--- src/rtl/core/assert_macros.svh ---
// ----------------------------------------------------------------------------
// assert_macros.svh
// shared assertion macros, sampled on clk_i and disabled while rst_ni is low
// ----------------------------------------------------------------------------
`ifndef ASSERT_MACROS_SVH
`define ASSERT_MACROS_SVH

// property must hold at every clock edge out of reset
`define ASSERT_CLK(lbl, prop) \
  lbl: assert property (@(posedge clk_i) disable iff (!rst_ni) (prop)) \
    else $error("%m: assertion failed");

// condition must never be true out of reset
`define ASSERT_NEVER(lbl, cond) \
  lbl: assert property (@(posedge clk_i) disable iff (!rst_ni) !(cond)) \
    else $error("%m: forbidden condition seen");

`endif

--- src/rtl/core/htb_pkg.sv ---
// ----------------------------------------------------------------------------
// htb_pkg
// types, constants and character classification for the hex token parser
// ----------------------------------------------------------------------------
package htb_pkg;

  localparam int unsigned CharW       = 8;
  localparam int unsigned LenW        = 3;
  localparam int unsigned StoredChars = 4;

  localparam logic [LenW-1:0]  LenSat      = 3'd5;
  localparam logic [LenW-1:0]  LenShort    = 3'd2;
  localparam logic [LenW-1:0]  LenPrefixed = 3'd4;
  localparam logic [LenW-1:0]  LenStored   = 3'd4;
  localparam logic [CharW-1:0] ChZero      = 8'h30;
  localparam logic [CharW-1:0] ChNine      = 8'h39;
  localparam logic [CharW-1:0] ChLowA      = 8'h61;
  localparam logic [CharW-1:0] ChLowF      = 8'h66;
  localparam logic [CharW-1:0] ChUpA       = 8'h41;
  localparam logic [CharW-1:0] ChUpF       = 8'h46;
  localparam logic [CharW-1:0] ChLowX      = 8'h78;
  localparam logic [CharW-1:0] ChSpace     = 8'h20;
  localparam logic [CharW-1:0] ChTab       = 8'h09;
  localparam logic [CharW-1:0] ChCr        = 8'h0d;
  localparam logic [3:0]       LetterBias  = 4'd9;

  typedef struct packed {
    logic [CharW-1:0] text_char;
    logic             end_of_text;
  } item_t;

  typedef logic [StoredChars-1:0][CharW-1:0] chars_t;

  typedef struct packed {
    logic             ok;
    logic [CharW-1:0] value;
  } decode_t;

  function automatic logic is_space(input logic [CharW-1:0] c);
    return (c == ChSpace) || ((c >= ChTab) && (c <= ChCr));
  endfunction

  function automatic logic is_hex(input logic [CharW-1:0] c);
    return ((c >= ChZero) && (c <= ChNine)) || ((c >= ChLowA) && (c <= ChLowF)) ||
           ((c >= ChUpA) && (c <= ChUpF));
  endfunction

  // letters a-f and A-F share the low nibble pattern 1..6
  function automatic logic [3:0] hex_val(input logic [CharW-1:0] c);
    if (c <= ChNine) begin
      return c[3:0];
    end else begin
      return c[3:0] + LetterBias;
    end
  endfunction

  function automatic decode_t decode_word(input logic [LenW-1:0] len, input chars_t chars);
    decode_t          r;
    logic [CharW-1:0] hi;
    logic [CharW-1:0] lo;
    r  = '0;
    hi = chars[0];
    lo = chars[1];
    if (len == LenShort) begin
      r.ok = is_hex(chars[0]) && is_hex(chars[1]);
    end else if (len == LenPrefixed) begin
      hi   = chars[2];
      lo   = chars[3];
      r.ok = (chars[0] == ChZero) && (chars[1] == ChLowX) && is_hex(chars[2]) &&
             is_hex(chars[3]);
    end
    r.value = {hex_val(hi), hex_val(lo)};
    return r;
  endfunction

endpackage

--- src/rtl/core/hex_token_to_byte_parser.sv ---
// ----------------------------------------------------------------------------
// hex_token_to_byte_parser
// turns whitespace separated hex words of a text stream into bytes
// ----------------------------------------------------------------------------
// input channel: one text character per beat on text_char_i, with
// end_of_text_i marking the last character of a text. output channel: one
// byte_value_o beat for each word of the form "hh" or "0xhh" (h a hex digit);
// every other word gives no beat. words end at tab, line feed, vertical tab,
// form feed, carriage return, space, or at the end-of-text character.
// both channels use valid/stall; a beat moves when valid is high and stall
// is low.
// path: a taken character waits in the input register, the word unit decodes
// it from there, and the byte of a finished word is captured in the output
// register with out_valid_o; a stalled output beat holds that capture back.
// throughput: one character per cycle unless an output beat is stalled,
// set by the input and output stage registers around the word logic.
// when the receiver stalls, the output byte holds, the input register keeps
// its character, and in_stall_o rises once that register is full.
// reset clears the word in progress and both valid flags; the block is
// ready for a character as soon as reset is released.
// ----------------------------------------------------------------------------
module hex_token_to_byte_parser (
  input  logic                      clk_i,
  input  logic                      rst_ni,
  input  logic                      in_valid_i,
  output logic                      in_stall_o,
  input  logic [htb_pkg::CharW-1:0] text_char_i,
  input  logic                      end_of_text_i,
  output logic                      out_valid_o,
  input  logic                      out_stall_i,
  output logic [htb_pkg::CharW-1:0] byte_value_o
);

  htb_pkg::item_t item_in;
  htb_pkg::item_t item;
  logic           item_valid;
  logic           take;

  assign item_in.text_char   = text_char_i;
  assign item_in.end_of_text = end_of_text_i;

  htb_in_stage u_in_stage (
    .clk_i        (clk_i),
    .rst_ni       (rst_ni),
    .in_valid_i   (in_valid_i),
    .in_stall_o   (in_stall_o),
    .item_in_i    (item_in),
    .take_i       (take),
    .item_valid_o (item_valid),
    .item_o       (item)
  );

  htb_word_unit u_word_unit (
    .clk_i        (clk_i),
    .rst_ni       (rst_ni),
    .item_valid_i (item_valid),
    .item_i       (item),
    .take_o       (take),
    .out_valid_o  (out_valid_o),
    .out_stall_i  (out_stall_i),
    .byte_value_o (byte_value_o)
  );

endmodule

--- src/rtl/core/htb_in_stage.sv ---
// ----------------------------------------------------------------------------
// htb_in_stage
// input register: holds one character beat until the word unit takes it
// ----------------------------------------------------------------------------
module htb_in_stage (
  input  logic          clk_i,
  input  logic          rst_ni,
  input  logic          in_valid_i,
  output logic          in_stall_o,
  input  htb_pkg::item_t item_in_i,
  input  logic          take_i,
  output logic          item_valid_o,
  output htb_pkg::item_t item_o
);

  logic           valid_q, valid_d;
  htb_pkg::item_t item_q;
  logic           accept;

  assign in_stall_o = valid_q && !take_i;
  assign accept     = in_valid_i && !in_stall_o;

  always_comb begin
    valid_d = valid_q;
    if (accept) begin
      valid_d = 1'b1;
    end else if (take_i) begin
      valid_d = 1'b0;
    end
  end

  always_ff @(posedge clk_i or negedge rst_ni) begin
    if (!rst_ni) begin
      valid_q <= 1'b0;
    end else begin
      valid_q <= valid_d;
    end
  end

  always_ff @(posedge clk_i) begin
    if (accept) begin
      item_q <= item_in_i;
    end
  end

  assign item_valid_o = valid_q;
  assign item_o       = item_q;

endmodule

--- src/rtl/core/htb_word_unit.sv ---
// ----------------------------------------------------------------------------
// htb_word_unit
// word state, hex decode and output register
// ----------------------------------------------------------------------------
`include "assert_macros.svh"

module htb_word_unit (
  input  logic                        clk_i,
  input  logic                        rst_ni,
  input  logic                        item_valid_i,
  input  htb_pkg::item_t              item_i,
  output logic                        take_o,
  output logic                        out_valid_o,
  input  logic                        out_stall_i,
  output logic [htb_pkg::CharW-1:0]   byte_value_o
);

  logic [htb_pkg::LenW-1:0]  len_q, len_d, len_n;
  htb_pkg::chars_t           chars_q, chars_d, chars_n;
  logic                      out_valid_q, out_valid_d;
  logic [htb_pkg::CharW-1:0] byte_q;
  htb_pkg::decode_t          dec;
  logic                      space;
  logic                      finish;
  logic                      take;

  assign take  = item_valid_i && (!out_valid_q || !out_stall_i);
  assign space = htb_pkg::is_space(item_i.text_char);

  // word after this character
  always_comb begin
    len_n   = len_q;
    chars_n = chars_q;
    if (!space) begin
      if (len_q < htb_pkg::LenStored) begin
        chars_n[len_q[1:0]] = item_i.text_char;
      end
      if (len_q < htb_pkg::LenSat) begin
        len_n = len_q + 3'd1;
      end
    end
  end

  assign finish = space || item_i.end_of_text;
  assign dec    = htb_pkg::decode_word(len_n, chars_n);

  always_comb begin
    len_d   = len_q;
    chars_d = chars_q;
    if (take) begin
      len_d   = finish ? '0 : len_n;
      chars_d = item_i.end_of_text ? '0 : chars_n;
    end
  end

  always_comb begin
    if (take) begin
      out_valid_d = finish && dec.ok;
    end else begin
      out_valid_d = out_valid_q && out_stall_i;
    end
  end

  always_ff @(posedge clk_i or negedge rst_ni) begin
    if (!rst_ni) begin
      len_q       <= '0;
      chars_q     <= '0;
      out_valid_q <= 1'b0;
    end else begin
      len_q       <= len_d;
      chars_q     <= chars_d;
      out_valid_q <= out_valid_d;
    end
  end

  always_ff @(posedge clk_i) begin
    if (take) begin
      byte_q <= dec.value;
    end
  end

  assign take_o       = take;
  assign out_valid_o  = out_valid_q;
  assign byte_value_o = byte_q;

  `ASSERT_NEVER(a_len_range, len_q > htb_pkg::LenSat)
  `ASSERT_CLK(a_eot_clears, take && item_i.end_of_text |=> len_q == '0 && chars_q == '0)
  `ASSERT_CLK(a_no_spurious_beat, !take |=> !out_valid_q || $past(out_valid_q))
  `ASSERT_NEVER(a_take_blocked, take && out_valid_q && out_stall_i)

endmodule
--- config.mk ---
export PLATFORM = sky130hd
export DESIGN_NAME = hex_token_to_byte_parser
export DESIGN_NICKNAME = d
export VERILOG_FILES = /design/src/rtl/core/htb_pkg.sv /design/src/rtl/core/hex_token_to_byte_parser.sv /design/src/rtl/core/htb_in_stage.sv /design/src/rtl/core/htb_word_unit.sv
export VERILOG_INCLUDE_DIRS = /design/src /design/src/rtl/core
export SDC_FILE = /design/constraint.sdc
export NUM_CORES = 1
export LEC_CHECK = 0
export BUFFER_PORTS_ARGS = -buffer_cell sky130_fd_sc_hd__clkbuf_2
export CAP_MARGIN = 30
export CORE_MARGIN = 1
export CORE_UTILIZATION = 66
export DETAILED_ROUTE_END_ITERATION = 10
export PLACE_DENSITY = 0.86
export SYNTH_ARGS = -nofsm -noshare
export SYNTH_HDL_FRONTEND = slang
export SYNTH_SLANG_ARGS = --single-unit
--- constraint.sdc ---
create_clock -name clk_i -period 6.2 [get_ports clk_i]
set_input_delay 0.93 -clock clk_i [delete_from_list [all_inputs] [get_ports clk_i]]
set_output_delay 0.93 -clock clk_i [all_outputs]
set_load 0.005 [all_outputs]
==> results of run 1 <==
[registers in the layout, indices dropped and copies added (netlist names)]
name and flops:
u_word_unit.out_valid_o 1, u_in_stage.item_o 9, u_in_stage.item_valid_o 1, u_word_unit.chars_q 32, u_word_unit.byte_value_o 8, u_word_unit.len_q 3
[critical path, cell delays in order, from the launching register on]
cell,delay (ps)
edfxtp_1,690
o21ai_0,640
o2111ai_4,480
mux2i_1,970
a311oi_2,340
ha_1,270
or2_2,300
a221oi_2,430
nor3_1,100
or3_1,350
[placed cells by master (no fill, tap or decap), types with 5 or more instances in the layout]
| master | netlist | final |
|---|---|---|
| dfrtp_1 | 37 | 37 |
| clkbuf_2 | 0 | 22 |
| o22ai_1 | 10 | 10 |
| edfxtp_1 | 17 | 17 |
| a22o_1 | 5 | 5 |
| clkbuf_8 | 0 | 5 |
| inv_1 | 18 | 18 |
| nand3_1 | 7 | 7 |
| a31oi_1 | 5 | 5 |
| ha_1 | 10 | 10 |
| nand2_1 | 45 | 45 |
| mux2i_1 | 12 | 12 |
| a22oi_1 | 28 | 28 |
| nor4_1 | 7 | 7 |
| nor3_1 | 12 | 12 |
| nor2_1 | 32 | 32 |
| o21ai_0 | 37 | 37 |
| a21oi_1 | 14 | 14 |
[power by group]
part / leakage [nW] / switching [mW] / total, mW / internal [mW]
sequential: 0.660 / 0.111 / 0.575 / 0.464
clock: 0.0451 / 0.125 / 0.207 / 0.0815
combinational: 0.895 / 0.322 / 0.560 / 0.238
total: 1.60 / 0.559 / 1.34 / 0.784
[area by class of cell]
cell class              instances  area [sq um]  area share, %
multi-input cells             325          2190           54.3
flip-flops and latches         54          1440           35.7
repair buffers                 25           153           3.79
well taps                      72          90.1           2.24
inverters                      19          71.3           1.77
clock buffers                   5          68.8           1.71
clock inverters                 3          22.5          0.559
[path summary, 6_finish.rpt]
path | startpoint | end
min in group clk_i | u_word_unit.chars_q[13] | u_word_unit.chars_q[13]
max in group asynchronous | rst_ni | u_word_unit.out_valid_o
setup reg to reg | u_in_stage.item_o[3] | u_word_unit.byte_value_o[3]
setup / recovery | u_in_stage.item_o[3] | u_word_unit.byte_value_o[3]
hold reg to reg | u_word_unit.chars_q[13] | u_word_unit.chars_q[13]
hold / removal | rst_ni | u_word_unit.chars_q[5]
[cells by family after synthesis]
logic type               after synthesis
AND/OR/NAND/NOR                      135
AO/OA/AOI/OAI                        159
buffers and inverters                 47
flip-flops                            54
XOR/XNOR                               4
adder cells (fa/ha/maj)               10
multiplexers                          17
[metrics by stage]
step	instance area (sq um)	utilization, %	instances	worst slack, ps	hold WS (ps)
6_report	4030	72.7	503	1370	535
5_1_grt	4030	72.7	503	1170	559
4_1_cts	4000	72.2	502	1470	542
3_5_place_dp	3910	70.6	494	1530	514
3_3_place_gp	3910	70.6	494	1710	495
2_1_floorplan	3810	-	426	2600	472
[layer usage]
layer | global-route usage (%) | part of all wire, % | vias to the layer above
met5 | 0 | 0 | -
met4 | 15.6 | 2.7 | 0
met3 | 6.59 | 12 | 38
met2 | 57.2 | 45 | 275
met1 | 49.7 | 41 | 1753
li1 | - | - | 1635
==> flow_summary.ini, run 1 <==
[cts]
cts_hold_buf = 0
postCtsSetupBuffers = 0
cts_tree = built
clockRootBuffer = clkbuf_8
cts_buffers = 5
clockBufferDepth = 2
clk_pin_slew_ps = 110
cts_sinks = 54
clock_latency_ps = 320
cts_max_level = 2
cts.repair.resized = 0

[sta]
fin_crit_sh_pct = 77.9
finClkSkew_ps = 13.2
maxSlewViolCount = 0
worst_pin_slew_ps = 1100
rsz0062_at_grt = false
min_period_ps = 4830
setup_viol = 0
slew_headroom_pct = 24.5
fin_setup_tns_ps = 0
fmax_mhz = 207
hold_viol = 0

[pwr]
power_density_nw_per_um2 = 333
p_leak_nw = 1.60
finalPower_mw = 1.34
vdd_drop_max_mv = 0.184

[worst_setup_path]
cp-start-kind = flop
arrival_ps = 4890
ff2ff_path_depth = 9
cp_max_fo = 18
required_ps = 6270
cp-end-kind = flop
worstSetupPathType = flop to flop
reg2reg_setup_slack_ps = 1370

[synthesis]
ys_seq_area_share_pct = 37.7
synth_warnings = 0
synth.distinct_cells = 75
synthXorXnorAreaFrac_pct = 0.920
synth_top_family_by_area = compound AO/OA/AOI/OAI gates
synth_top_cell_by_area = dfrtp_1
synth_area_leaders = dfrtp_1 24%, edfxtp_1 13%, a22oi_1 5.5%, o21ai_0 4.9%, nand2_1 4.4%
yosys.area_share.simple_pct = 17.3
syn_nets = 449
synth_compound_gate_area_share_pct = 31.0
synth_edf_count = 17
synthCells = 426
avgSynthCellArea_sq_um = 8.94
async_flop_share_pct = 68.5
synth-main-ff-cell = dfrtp_1
ys_ff_latch = 54
synth_fa_ha_area_share_pct = 3.28
synth_top_cells_by_count = 45 x nand2_1, 37 x dfrtp_1, 37 x o21ai_0
synth_top_area_share_pct = 24.3
netlist_area_sq_um = 3810
yosysMostFrequentCell = nand2_1
synth.area.mux_share_pct = 4.89

[routing]
drc = 0
via_count = 3701
wl_per_cell_um = 21.0
viasPerCell = 7.36
ant_nets = 0
dr.pass1.iters = 6
drt_iter0_drc = 502
totalWireLength_um = 10500

[die]
floorplan.initialDensity_pct = 68.8
die_h_um = 78.0
dieArea_sq_um = 6080
die_x_um = 78.0
num_rows = 27
design.core.area_sq_um = 5540
io_pins = 23

[hold_path]
hold_class = input pin to async pin

[finish]
n_fill_cell = 399
insertedDiodeCount = 0
drive_gt1_share_pct = 13.2
nets = 453
syn_to_final_growth_pct = 5.71

[place]
gp_congestion = 0.934
hpwl_um = 7310
portBuffers = 22

[grt]
grt_max_degree = 38
grt_pass1_wl_um = 17100
grt_pass1_vias = 3438
grt_use_total_pct = 36.5
antenna_found_initial = 0
grt_overflow_total = 0

[job]
maxCapViolations = 0

[status]
status = finished clean
No activity file was read; power rests on OpenSTA's default activity.
==> run 2: changes to the inputs <==
Settings changed: CORE_UTILIZATION 66 to 62, PLACE_DENSITY 0.86 to 0.81.
Clock period 6.2 ns to 4.5 ns, I/O delays scaled along.
==> flow_summary.ini, run 2 (synthesis gave the netlist of run 1 again) <==
[status]
status = finished clean

[cts]
cts_max_level = 2
cts_tree = built
postCtsSetupBuffers = 0
clock_latency_ps = 310
cts.repair.resized = 0
clk_pin_slew_ps = 100
cts_hold_buf = 0
cts_buffers = 5
cts_sinks = 54
clockRootBuffer = clkbuf_8
clockBufferDepth = 2

[sta]
fmax_mhz = 235
fin_crit_sh_pct = 94.5
rsz0062_at_grt = false
hold_slack_ps = 324
maxSlewViolCount = 0
hold_viol = 0
fin_setup_tns_ps = 0
slew_headroom_pct = 55.1
min_period_ps = 4250
worst_pin_slew_ps = 667
finClkSkew_ps = 6.91
setup_viol = 0

[finish]
fin_util_pct = 70.1
final_cell_mix = 45 x nand2_1, 37 x o21ai_0, 37 x dfrtp_1, 32 x nor2_1, 28 x a22oi_1
final_common_cell = nand2_1
insertedDiodeCount = 0
nets = 467
largest_reg_flops = 32
drive_gt1_share_pct = 15.5
syn_to_final_growth_pct = 8.97
seq_area_sq_um = 1440
regMostFlops = u_word_unit.chars_q
n_fill_cell = 476
multi_input_area_sq_um = 2190

[routing]
totalWireLength_um = 11000
drc = 0
via_count = 3699
drt_iter0_drc = 431
dr.pass1.iters = 7
wl_per_cell_um = 21.1
ant_nets = 0
viasPerCell = 7.11

[die]
die_x_um = 80.4
floorplan.initialDensity_pct = 64.3
design.core.area_sq_um = 5920
io_pins = 23
num_rows = 28
dieArea_sq_um = 6460
die_h_um = 80.4

[place]
portBuffers = 22
hpwl_um = 7700
gp_congestion = 0.978

[hold_path]
hold_class = input pin to async pin

[grt]
grt_overflow_total = 0
grt_pass1_vias = 3371
grt_use_total_pct = 36.0
grt_pass1_wl_um = 17500
antenna_found_initial = 0
grt_max_degree = 38

[worst_setup_path]
path_depth = 12
cp-start-kind = flop
required_ps = 4570
path_buf_inv = 3
slowest_stage = dfrtp_1
cp_max_fo = 10
r2r-end = u_word_unit.byte_value_o[1]
crit_end = u_word_unit.byte_value_o[1]
slowest_delay_ps = 530
cp_cell_sequence = inv_1 -> ha_1 -> nor4bb_1 -> mux2i_1 -> buf_4 -> a311oi_2 -> inv_1 -> ha_1 -> or2_2 -> a221oi_2 -> a21oi_2 -> mux2_4
arrival_ps = 4330
ff2ff_path_depth = 12
worstReg2RegStart = u_word_unit.len_q[0]
cp-end-kind = flop
crit_path_start = u_word_unit.len_q[0]
reg2reg_setup_slack_ps = 250
worstSetupPathType = flop to flop
crit_family = compound AO/OA/AOI/OAI gates

[pwr]
vdd_drop_max_mv = 0.260
power_density_nw_per_um2 = 458
finalPower_mw = 1.90
p_leak_nw = 1.67

[job]
maxCapViolations = 0
run 2: worst register-to-register path, cell delays in order (launching register included):
cell      delay (ps)
dfrtp_1          530
inv_1            200
ha_1             410
nor4bb_1         420
mux2i_1          280
buf_4            260
a311oi_2         370
inv_1            120
ha_1             210
or2_2            310
a221oi_2         440
a21oi_2          150
mux2_4           320
run 2: layer usage:
metal / routed length [um] / global-route usage (%) / part of all wire, %
met4: 314 / 14.1 / 2.9
met5: 0 / 0 / 0
met1: 4580 / 51.3 / 42
met2: 4890 / 53.3 / 45
met3: 1190 / 6.93 / 11
run 2: area by class of cell:
| cell class | instances | area share, % |
|---|---|---|
| Clock buffer | 7 | 1.84 |
| Clock inverter | 1 | 0.723 |
| Inverter | 19 | 1.72 |
| Multi-Input combinational cell | 325 | 52.7 |
| Sequential cell | 54 | 34.6 |
| Tap cell | 75 | 2.26 |
| Timing Repair Buffer | 39 | 6.21 |
run 2: worst min-delay path by stage:
| stage | cells after the start | end | start |
|---|---|---|---|
| 6_report | 1 | u_word_unit.chars_q[2] | rst_ni |
| 5_1_grt | 1 | u_word_unit.chars_q[0] | rst_ni |
| 4_1_cts | 1 | u_in_stage.item_o[8] | text_char_i[7] |
| 3_5_place_dp | 2 | u_word_unit.chars_q[21] | u_word_unit.chars_q[21] |
| 3_3_place_gp | 2 | u_word_unit.chars_q[13] | u_word_unit.chars_q[13] |
| 2_1_floorplan | 0 | u_in_stage.item_valid_o | rst_ni |
run 2: per-stage QoR:
step	instances	setup WS, ps	cell area, sq um
2_1_floorplan	426	896	3810
3_3_place_gp	511	662	4020
3_5_place_dp	511	374	4020
4_1_cts	519	336	4120
5_1_grt	520	52.9	4150
6_report	520	248	4150
run 2: report_power, final:
part / switching [mW] / total, mW / internal [mW] / leakage, nW
clock: 0.161 / 0.328 / 0.167 / 0.0524
sequential: 0.131 / 0.771 / 0.640 / 0.660
combinational: 0.462 / 0.803 / 0.340 / 0.962
total: 0.754 / 1.90 / 1.15 / 1.67
==> run 3: changes to the inputs <==
Settings changed: BUFFER_PORTS_ARGS -buffer_cell sky130_fd_sc_hd__clkbuf_2 to -buffer_cell sky130_fd_sc_hd__buf_2, CORE_MARGIN 1 to 2.
==> flow_summary.ini, run 3 (synthesis gave the netlist of run 1 again) <==
[status]
status = finished clean

[routing]
drc = 0
viasPerCell = 7.20
via_count = 3724
dr.pass1.iters = 7
wl_per_cell_um = 21.2
drt_iter0_drc = 453
totalWireLength_um = 11000
ant_nets = 0

[grt]
grt_pass1_wl_um = 17600
grt_use_total_pct = 34.5
antenna_found_initial = 0
grt_pass1_vias = 3502
grt_overflow_total = 0
grt_max_degree = 38

[pwr]
p_switching_mw = 0.753
switching_share_pct = 41.0
power_frac_comb_pct = 43.4
p_leak_nw = 1.64
p_int_mw = 1.08
p_clk_share_pct = 14.5
power_frac_seq_pct = 42.2
power_density_nw_per_um2 = 449
vdd_drop_max_mv = 0.262

[finish]
regMostFlops = u_word_unit.chars_q
seq_area_sq_um = 1440
syn_to_final_growth_pct = 7.29
drive_gt1_share_pct = 14.9
fin_util_pct = 69.0
n_fill_cell = 485
nets = 464
stdcell_count = 517
largest_reg_flops = 32
finalInstanceArea_sq_um = 4090
final_cell_mix = 45 x nand2_1, 37 x o21ai_0, 37 x dfrtp_1, 32 x nor2_1, 28 x a22oi_1
multi_input_area_sq_um = 2190
insertedDiodeCount = 0
final_common_cell = nand2_1

[cts]
clk_pin_slew_ps = 100
cts_buffers = 5
cts_max_level = 2
clockBufferDepth = 2
cts.repair.resized = 0
cts_sinks = 54
clockRootBuffer = clkbuf_8
cts_hold_buf = 0
postCtsSetupBuffers = 0
clock_latency_ps = 310
cts_tree = built

[die]
die_h_um = 82.4
io_pins = 23
num_rows = 28
design.core.area_sq_um = 5920
dieArea_sq_um = 6790
die_x_um = 82.4
floorplan.initialDensity_pct = 64.3

[worst_setup_path]
worstReg2RegStart = u_in_stage.item_o[3]
crit_end = u_word_unit.byte_value_o[1]
required_ps = 4570
cp-start-kind = flop
cp_max_fo = 13
crit_path_start = u_in_stage.item_o[3]
ff2ff_path_depth = 10
reg2reg_setup_slack_ps = 250
r2r-end = u_word_unit.byte_value_o[1]
cp-end-kind = flop
worstSetupPathType = flop to flop
arrival_ps = 4320

[place]
hpwl_um = 7890
dp_cells = 509
portBuffers = 22
dpl_cell_area_sq_um = 4000
gp_congestion = 1.04

[sta]
fmax_mhz = 235
slew_headroom_pct = 43.6
fin_setup_tns_ps = 0
rsz0062_at_grt = false
finClkSkew_ps = 6.81
setup_viol = 0
maxSlewViolCount = 0
min_period_ps = 4250
hold_viol = 0
fin_crit_sh_pct = 94.6
worst_pin_slew_ps = 847

[hold_path]
hold_class = input pin to async pin

[job]
maxCapViolations = 0
[run 3: cell types whose count changed in the layout (fill, tap and decap cells not counted), sizes merged]
| cell | previous run | this run |
|---|---|---|
| buf | 17 | 36 |
| bufinv | 1 | 0 |
| clkbuf | 29 | 5 |
| clkinv | 0 | 3 |
[run 3: worst min-delay path by stage]
stage | to | slack, ps | cells after the start
global placement | u_word_unit.chars_q[13] | 490 | 2
finish | u_word_unit.chars_q[2] | 460 | 1
floorplan | u_in_stage.item_valid_o | 380 | 0
CTS | u_word_unit.chars_q[2] | 500 | 1
detailed placement | u_word_unit.chars_q[13] | 500 | 2
global route | u_word_unit.chars_q[3] | 530 | 1
[run 3: power groups by stage]
stage / Clock, mW / Sequential [mW] / Combinational (mW)
6_report: 0.266 / 0.775 / 0.796
5_1_grt: 0.292 / 0.789 / 0.878
4_1_cts: 0.271 / 0.767 / 0.784
3_5_place_dp: 0 / 0.777 / 0.780
3_3_place_gp: 0 / 0.771 / 0.745
2_1_floorplan: 0 / 0.740 / 0.584
[run 3: cell type report]
cell class                      count  area share, %
Multi-Input combinational cell    325           53.5
Sequential cell                    54           35.1
Timing Repair Buffer               36           5.26
Tap cell                           75           2.30
Inverter                           19           1.74
Clock buffer                        5           1.68
Clock inverter                      3          0.398
[run 3: metrics by stage]
step | hold slack (ps) | setup WS [ps] | power [mW]
after floorplan | 379 | 896 | 1.32
after global placement | 489 | 620 | 1.52
after detailed placement | 500 | 362 | 1.56
after CTS | 505 | 345 | 1.82
after global routing | 526 | 81.3 | 1.96
final | 457 | 245 | 1.84
[run 3: worst max-delay path, cell delays in order, from the launching register on]
cell and delay (ps):
edfxtp_1 630, o21ai_0 650, o2111ai_4 400, mux2i_1 340
a311oi_2 530, inv_1 110, ha_1 200, or2_2 280
a221oi_2 420, a21oi_2 140, mux2_4 320
[run 3: per-layer routing]
layer / global-route usage, % / wire, um / up-vias
met5: 0 / 0 / -
met3: 7.07 / 1300 / 46
met2: 52.6 / 4960 / 259
li1: - / - / 1664
met4: 15.0 / 309 / 0
met1: 47.6 / 4400 / 1755
